$ cat src/dtw_pkg.sv
// Package for the deadband thermostat: widths, reset values and result codes.
`timescale 1ns / 1ps

package dtw_pkg;

    // Sample width in bits (signed, 1/16 degree units), at least 12 so that the read-fail mark fits
    localparam int TEMP_WIDTH = 12;

    // Configuration register widths
    localparam int TARGET_W = 12;
    localparam int BAND_W   = 10;
    localparam int TICK_W   = 8;
    localparam int WD_W     = 8;
    localparam int CFG_IDX_W  = 3;
    localparam int CFG_DATA_W = 12;

    // Width for the differences: the wider operand plus sign and carry
    localparam int DIFF_W = ((TEMP_WIDTH > TARGET_W) ? TEMP_WIDTH : TARGET_W) + 2;

    // Sample value that marks a failed sensor read
    localparam int READ_FAIL_MARK = -2032;

    // Reset values of the configuration registers and the watchdog
    localparam logic signed [TARGET_W-1:0] TARGET_RESET   = 12'sd416;
    localparam logic        [BAND_W-1:0]   BAND_RESET     = 10'd32;
    localparam logic        [TICK_W-1:0]   FAN_ON_RESET   = 8'd1;
    localparam logic        [TICK_W-1:0]   FAN_OFF_RESET  = 8'd2;
    localparam logic        [WD_W-1:0]     WD_RELOAD_RESET = 8'd60;

    // Configuration register indexes
    typedef enum logic [CFG_IDX_W-1:0] {
        CFG_TARGET_TEMP     = 3'd0,
        CFG_DEADBAND        = 3'd1,
        CFG_FAN_ON_TICKS    = 3'd2,
        CFG_FAN_OFF_TICKS   = 3'd3,
        CFG_WATCHDOG_RELOAD = 3'd4,
        CFG_SEPARATE_COOLER = 3'd5
    } cfg_index_t;

    // Control action reported with each result
    typedef enum logic [1:0] {
        ACT_NONE = 2'd0,
        ACT_STOP = 2'd1,
        ACT_HEAT = 2'd2,
        ACT_COOL = 2'd3
    } action_t;

    // Watchdog status reported with each result
    typedef enum logic [1:0] {
        WD_OK        = 2'd0,
        WD_WAIT      = 2'd1,
        WD_HEAT_FAIL = 2'd2,
        WD_COOL_FAIL = 2'd3
    } wd_status_t;

endpackage

$ cat src/deadband_thermostat_with_watchdog.sv
// Top level of the deadband thermostat with heater/fan control and watchdog.
`timescale 1ns / 1ps

// Bang-bang thermostat with hysteresis. Each transaction on the s_ channel is
// one temperature sample (signed, 1/16 degree); each produces exactly one
// result on the m_ channel with the relay levels, the control action, the
// watchdog status and a read-failure flag. The block takes one sample per
// clock unless m_ready holds back a result: a sample is captured in the input
// register, and the controller state and the result register update together
// at the first edge on which the result slot is free, which raises m_valid.
// Back-pressure on m_ready holds one result in the output register and one
// sample in the input register. Configuration registers are written through
// cfg_wr_en/cfg_index/cfg_wdata and should only change while no transaction
// is in flight.
module deadband_thermostat_with_watchdog (
    input  logic                                    aclk,
    input  logic                                    aresetn,
    // configuration write port
    input  logic                                    cfg_wr_en,
    input  logic [dtw_pkg::CFG_IDX_W-1:0]           cfg_index,
    input  logic [dtw_pkg::CFG_DATA_W-1:0]          cfg_wdata,
    // sample channel
    input  logic                                    s_valid,
    output logic                                    s_ready,
    input  logic signed [dtw_pkg::TEMP_WIDTH-1:0]   s_sample,
    // result channel
    output logic                                    m_valid,
    input  logic                                    m_ready,
    output logic                                    m_heater_drive,
    output logic                                    m_fan_drive,
    output logic [1:0]                              m_control_action,
    output logic [1:0]                              m_watchdog_status,
    output logic                                    m_read_failed
);
    import dtw_pkg::*;

    // configuration registers
    logic signed [TARGET_W-1:0] target_temp_reg;
    logic [BAND_W-1:0]          deadband_reg;
    logic [TICK_W-1:0]          fan_on_ticks_reg;
    logic [TICK_W-1:0]          fan_off_ticks_reg;
    logic [WD_W-1:0]            watchdog_reload_reg;
    logic                       separate_cooler_reg;

    // input stage
    logic                         in_valid_reg;
    logic signed [TEMP_WIDTH-1:0] in_sample_reg;

    // controller state
    logic              heating_reg, heating_next;
    logic              cooling_reg, cooling_next;
    logic              fan_reg, fan_next;
    logic              phase_on_reg, phase_on_next;
    logic [TICK_W-1:0] duty_count_reg, duty_count_next;
    logic [WD_W-1:0]   wd_left_reg, wd_left_next;

    // result register
    logic       out_valid_reg;
    logic       out_heater_reg;
    logic       out_fan_reg;
    action_t    out_action_reg, action_next;
    wd_status_t out_wd_reg, wd_next;
    logic       out_failed_reg;

    // comparison datapath
    logic signed [DIFF_W-1:0] t_ext, target_ext, band_ext, diff, ndiff;
    logic                     below, above, failed;
    logic [TICK_W-1:0]        duty_limit;
    logic                     out_load;

    // handshake: the input register moves on whenever the result slot frees
    assign out_load = in_valid_reg && (!out_valid_reg || m_ready);
    assign s_ready  = !in_valid_reg || out_load;

    // configuration writes
    always_ff @(posedge aclk) begin
        if (!aresetn) begin
            target_temp_reg     <= TARGET_RESET;
            deadband_reg        <= BAND_RESET;
            fan_on_ticks_reg    <= FAN_ON_RESET;
            fan_off_ticks_reg   <= FAN_OFF_RESET;
            watchdog_reload_reg <= WD_RELOAD_RESET;
            separate_cooler_reg <= 1'b0;
        end else if (cfg_wr_en) begin
            case (cfg_index)
                CFG_TARGET_TEMP:     target_temp_reg     <= signed'(cfg_wdata[TARGET_W-1:0]);
                CFG_DEADBAND:        deadband_reg        <= cfg_wdata[BAND_W-1:0];
                CFG_FAN_ON_TICKS:    fan_on_ticks_reg    <= cfg_wdata[TICK_W-1:0];
                CFG_FAN_OFF_TICKS:   fan_off_ticks_reg   <= cfg_wdata[TICK_W-1:0];
                CFG_WATCHDOG_RELOAD: watchdog_reload_reg <= cfg_wdata[WD_W-1:0];
                CFG_SEPARATE_COOLER: separate_cooler_reg <= cfg_wdata[0];
                default: ;
            endcase
        end
    end

    // input register
    always_ff @(posedge aclk) begin
        if (!aresetn) begin
            in_valid_reg <= 1'b0;
        end else if (s_ready) begin
            in_valid_reg <= s_valid;
        end
        if (s_valid && s_ready) begin
            in_sample_reg <= s_sample;
        end
    end

    // sample versus target, both directions
    always_comb begin
        t_ext      = DIFF_W'(in_sample_reg);
        target_ext = DIFF_W'(target_temp_reg);
        band_ext   = DIFF_W'(signed'({1'b0, deadband_reg}));
        diff       = t_ext - target_ext;
        ndiff      = target_ext - t_ext;
        below      = ndiff > band_ext;
        above      = diff > band_ext;
        failed     = (t_ext == DIFF_W'(READ_FAIL_MARK));
        duty_limit = phase_on_reg ? fan_on_ticks_reg : fan_off_ticks_reg;
    end

    // controller and watchdog next state
    always_comb begin
        heating_next    = heating_reg;
        cooling_next    = cooling_reg;
        fan_next        = fan_reg;
        phase_on_next   = phase_on_reg;
        duty_count_next = duty_count_reg;
        wd_left_next    = wd_left_reg;
        action_next     = ACT_NONE;
        wd_next         = WD_OK;

        if (!failed) begin
            if (below) begin
                if (!heating_reg) begin
                    if (separate_cooler_reg) begin
                        fan_next     = 1'b0;
                        cooling_next = 1'b0;
                    end else begin
                        // fan duty cycle steps on every heater start
                        if (duty_count_reg < duty_limit) begin
                            duty_count_next = duty_count_reg + 1'b1;
                        end else begin
                            duty_count_next = '0;
                            phase_on_next   = !phase_on_reg;
                            fan_next        = !phase_on_reg;
                        end
                        cooling_next = 1'b1;
                    end
                    heating_next = 1'b1;
                    action_next  = ACT_HEAT;
                end
            end else if (above) begin
                if (!cooling_reg) begin
                    heating_next = 1'b0;
                    fan_next     = 1'b1;
                    cooling_next = 1'b1;
                    action_next  = ACT_COOL;
                end
            end else if (heating_reg || cooling_reg) begin
                heating_next = 1'b0;
                cooling_next = 1'b0;
                fan_next     = 1'b0;
                action_next  = ACT_STOP;
            end
        end

        // watchdog runs on every sample, failed reads included
        if (below || above) begin
            if (wd_left_reg == '0) begin
                wd_next = diff[DIFF_W-1] ? WD_HEAT_FAIL : WD_COOL_FAIL;
            end else begin
                wd_left_next = wd_left_reg - 1'b1;
                wd_next      = WD_WAIT;
            end
        end else begin
            wd_left_next = watchdog_reload_reg;
            wd_next      = WD_OK;
        end
    end

    // state and result registers update together
    always_ff @(posedge aclk) begin
        if (!aresetn) begin
            heating_reg    <= 1'b0;
            cooling_reg    <= 1'b0;
            fan_reg        <= 1'b0;
            phase_on_reg   <= 1'b1;
            duty_count_reg <= '0;
            wd_left_reg    <= WD_RELOAD_RESET;
            out_valid_reg  <= 1'b0;
        end else begin
            if (out_load) begin
                heating_reg    <= heating_next;
                cooling_reg    <= cooling_next;
                fan_reg        <= fan_next;
                phase_on_reg   <= phase_on_next;
                duty_count_reg <= duty_count_next;
                wd_left_reg    <= wd_left_next;
                out_valid_reg  <= 1'b1;
            end else if (m_ready) begin
                out_valid_reg  <= 1'b0;
            end
        end
        if (out_load) begin
            out_heater_reg <= heating_next;
            out_fan_reg    <= fan_next;
            out_action_reg <= action_next;
            out_wd_reg     <= wd_next;
            out_failed_reg <= failed;
        end
    end

    assign m_valid           = out_valid_reg;
    assign m_heater_drive    = out_heater_reg;
    assign m_fan_drive       = out_fan_reg;
    assign m_control_action  = out_action_reg;
    assign m_watchdog_status = out_wd_reg;
    assign m_read_failed     = out_failed_reg;

    // a heater start always leaves the heater on
    a_heat_drives: assert property (@(posedge aclk) disable iff (!aresetn)
        out_valid_reg && (out_action_reg == ACT_HEAT) |-> out_heater_reg)
        else $error("heating started but heater is off");

    // a cooling start always leaves the heater off and the fan on
    a_cool_drives: assert property (@(posedge aclk) disable iff (!aresetn)
        out_valid_reg && (out_action_reg == ACT_COOL) |-> !out_heater_reg && out_fan_reg)
        else $error("cooling started with wrong relay levels");

    // a failed read never causes a control action
    a_fail_no_action: assert property (@(posedge aclk) disable iff (!aresetn)
        out_valid_reg && out_failed_reg |-> (out_action_reg == ACT_NONE))
        else $error("control action on failed read");

    // a failure report only comes with an exhausted watchdog count
    a_wd_exhausted: assert property (@(posedge aclk) disable iff (!aresetn)
        out_valid_reg && ((out_wd_reg == WD_HEAT_FAIL) || (out_wd_reg == WD_COOL_FAIL))
        |-> (wd_left_reg == '0))
        else $error("watchdog failure with count left");

    // while a result is not taken, the watchdog count and heating state do not move under it
    a_hold_state: assert property (@(posedge aclk) disable iff (!aresetn)
        out_valid_reg && !m_ready |=> $stable(wd_left_reg) && $stable(heating_reg))
        else $error("controller state moved while result stalled");

endmodule
$ cat config.mk
export PLATFORM = sky130hd
export DESIGN_NAME = deadband_thermostat_with_watchdog
export DESIGN_NICKNAME = d
export VERILOG_FILES = /design/src/dtw_pkg.sv /design/src/deadband_thermostat_with_watchdog.sv
export SDC_FILE = /design/constraint.sdc
export NUM_CORES = 1
export LEC_CHECK = 0
export ABC_AREA = 0
export BUFFER_PORTS_ARGS = -buffer_cell sky130_fd_sc_hd__buf_4
export CAP_MARGIN = 30
export CELL_PAD_IN_SITES_DETAIL_PLACEMENT = 1
export CELL_PAD_IN_SITES_GLOBAL_PLACEMENT = 1
export CORE_ASPECT_RATIO = 1.1
export CORE_MARGIN = 3
export CORE_UTILIZATION = 30
export DETAILED_ROUTE_END_ITERATION = 10
export HOLD_SLACK_MARGIN = 0.12
export PLACE_DENSITY = 0.66
export SETUP_SLACK_MARGIN = 0.5
export SYNTH_ARGS = -nofsm -noshare
export SYNTH_HDL_FRONTEND = slang
export SYNTH_SLANG_ARGS = --single-unit
$ cat constraint.sdc
create_clock -name aclk -period 7.13 [get_ports aclk]
set_clock_uncertainty 0.1 [all_clocks]
set_input_delay 0.3565 -clock aclk [delete_from_list [all_inputs] [get_ports aclk]]
set_output_delay 0.3565 -clock aclk [all_outputs]
set_load 0.01 [all_outputs]
==> impl_metrics.ini <==
[yosys]
synth_top_cell_area_share = 0.249
netlist-cell-type-count = 62
yosys_warnings = 0
synth_top_family_by_area = simple AND/OR/NAND/NOR gates
synth.area.mux_share = 0.0284
synth-xor-area-share = 0.0300
synth_compound_area_frac = 0.198
synth_top_area_cell = dfxtp_1
avgSynthCellArea_um2 = 8.18
synth_cells = 678
synth_area_um2 = 5550
synth_area_leaders = dfxtp_1 25%, ha_1 12%, edfxtp_1 10%
synth_adder_area_share = 0.125
synth-edff-count = 19
syn_nets = 764
synth_ff_type = dfxtp_1
synth_seq_area_share = 0.352
synth-seq-cells = 88
synthSimpleGateAreaFrac = 0.206
synthArstFlopShare = 0

[route]
vias = 5010
drc = 0
wl_um = 17000
top_signal_layer_used = met4
viasPerCell = 5.24
drtPass1Iterations = 4
wl_met3_um = 481
dr_wl_met2_um = 8860
wl_met1_um = 7140
detail-route-antenna-nets = 0
drtIter0Drc = 200
post_drt_wl_per_cell_um = 17.7

[sta]
slew_viol_final = 0
min_period_ns = 5.00
final.setup.tns_ns = 0
hold_ws_ns = 0.163
fin_crit_sh = 0.701
hold_viol = 0
worstMarginPinSlew_ns = 0.825
setup_viol = 0
fmax_mhz = 200
slew_headroom = 0.450
rsz0062_at_grt = false

[floorplanning]
rows = 51
pin_count = 41
die_area_um2 = 20200
die_h_um = 149
fp.dieW_um = 136
core_um2 = 17900
start_util = 0.309

[finish]
fin_util = 0.358
area_growth_pct = 15.8
fin_area_um2 = 6420
most-common-layout-cells = 123 x nand2_1, 78 x a21oi_1, 69 x dfxtp_1, 52 x ha_1, 51 x inv_1
fin_nets = 799
layout_commonest_cell = nand2_1
antenna_cells = 0
layout-drive-gt1-share = 0.0961

[critical_path]
cp.required_ns = 7.26
cp_max_fo = 18
end_kind = flip-flop
reg2reg_depth = 16
crit_start = in_sample_reg[2]$_DFFE_PP_
r2r-start = in_sample_reg[2]$_DFFE_PP_
critPathKind = reg2reg
reg2reg_slack_ns = 2.13
worstSetupStartpointType = flip-flop
rr_endpoint = wd_left_reg[1]$_SDFFE_PN0P_
cp.arrival_ns = 5.13
crit_path_end = wd_left_reg[1]$_SDFFE_PN0P_

[min_path]
min-delay-path-class = in2reg

[grt]
track_usage = 0.175
grt_pass1_wl_um = 27800
globalRouteOverflowTotal = 0
grt_pass1_vias = 5474
grt_max_degree = 28
antenna_found_initial = 0

[clock_network]
root_buffer = clkbuf_16
cts.path.max_buffers = 2
cts_resized = 0
cts_buffers = 9
clkTransAtPathRegs_ns = 0.06
cts_max_level = 3
clock_latency_ns = 0.35
cts_tree = yes
cts_sinks = 88

[run_status]
status = finished, final reports clean

[job]
maxCapViolations = 0

[pwr]
p_leak_nw = 2.51
powerDensity_nw_per_um2 = 200
ir_worst_vdd_mv = 0.112
power.total_mw = 1.28

[placement]
gp_congestion = 0.931
io_buffers = 40
place_area_um2 = 6020
hpwl_um = 13200
-- cells in the mapped netlist, types with 2 or more instances --
cell type  number
and2_1          3
inv_1          51
buf_1           3
dfxtp_1        69
a31oi_1         2
o22ai_1         2
buf_6           3
o211ai_1       11
o2111ai_1       2
ha_1           52
nor4_1         10
edfxtp_1       19
o31ai_1         6
clkbuf_1       18
mux2_2          2
o21a_1          7
nand3_1        20
nand2_1       123
o221ai_1        4
or2_1           2
xor2_1          3
or3_1           5
o21ai_1         2
and3_1          4
or4_1           2
nor3_1         16
nand2b_1        6
nor2b_1         5
nand3b_1        2
fa_1            2
a21oi_1        78
a21o_1          5
buf_2           7
o21bai_1        3
xnor2_1        16
a21boi_0        2
mux2i_1        12
o22ai_2         3
nor2_1         40
o21ai_0        20
a211oi_1        7
o311a_1         2
nand4_1         8
-- routing by layer --
layer	track usage	up-vias
li1	-	2449
met3	0.0233	32
met4	0.0751	0
met1	0.205	2450
met2	0.319	79
met5	0	-
-- worst min-delay path by stage --
stage	from	to	slack [ns]	depth (start not counted)
2_1_floorplan	watchdog_reload_reg[7]$_SDFFE_PN0P_	watchdog_reload_reg[7]$_SDFFE_PN0P_	0.33	2
3_3_place_gp	fan_on_ticks_reg[5]$_SDFFE_PN0P_	fan_on_ticks_reg[5]$_SDFFE_PN0P_	0.34	2
3_5_place_dp	fan_off_ticks_reg[3]$_SDFFE_PN0P_	fan_off_ticks_reg[3]$_SDFFE_PN0P_	0.35	2
4_1_cts	cfg_wdata[10]	target_temp_reg[10]$_SDFFE_PN0P_	0.16	3
5_1_grt	cfg_wdata[11]	target_temp_reg[11]$_SDFFE_PN0P_	0.19	3
6_report	s_valid	in_valid_reg$_SDFFE_PN0N_	0.16	3
-- where the power goes --
part	switching (mW)	internal [mW]
registers	0.0169	0.532
logic	0.168	0.110
clock network	0.199	0.257
total	0.384	0.898
-- what timing repair did --
action,CTS,global route
buffers inserted,0,0
hold endpoints to repair,12,0
hold buffers,12,0
-- per-stage QoR --
stage | setup WS, ns | cells
floorplan | 3.06 | 678
global placement | 2.25 | 926
detailed placement | 2.10 | 928
CTS | 2.07 | 956
global route | 1.76 | 956
finish | 2.13 | 956
-- kinds of logic after synthesis --
logic type | Yosys count
AOI/OAI and AO/OA | 169
xor gates and xnor gates | 19
DFF | 88
adders and majority gates | 54
muxes | 15
buffers and inverters | 82
and+or+nand+nor | 251
-- critical path, stage by stage (launching register included) --
cell and delay [ns]:
edfxtp_1 0.47, ha_1 0.46, o21a_1 0.24, o31a_1 0.13
o41a_1 0.39, a21oi_1 0.26, o21bai_1 0.09, a21oi_1 0.17
xnor2_1 0.09, ha_1 0.31, nand3_1 0.14, nor3_1 0.24
a21oi_1 0.13, o41ai_4 0.73, o21ai_4 0.32, mux2_4 0.38
o221a_1 0.25
-- area by class of cell --
type	instances	area [µm²]
timing repair buffer	55	444
sequential	88	1950
clock inverter	2	12.5
clock buffer	14	264
multi-input combinational	508	3260
inverter	51	191
fill	2154	11500
tap	238	298
No activity file was read; power rests on OpenSTA's default activity.
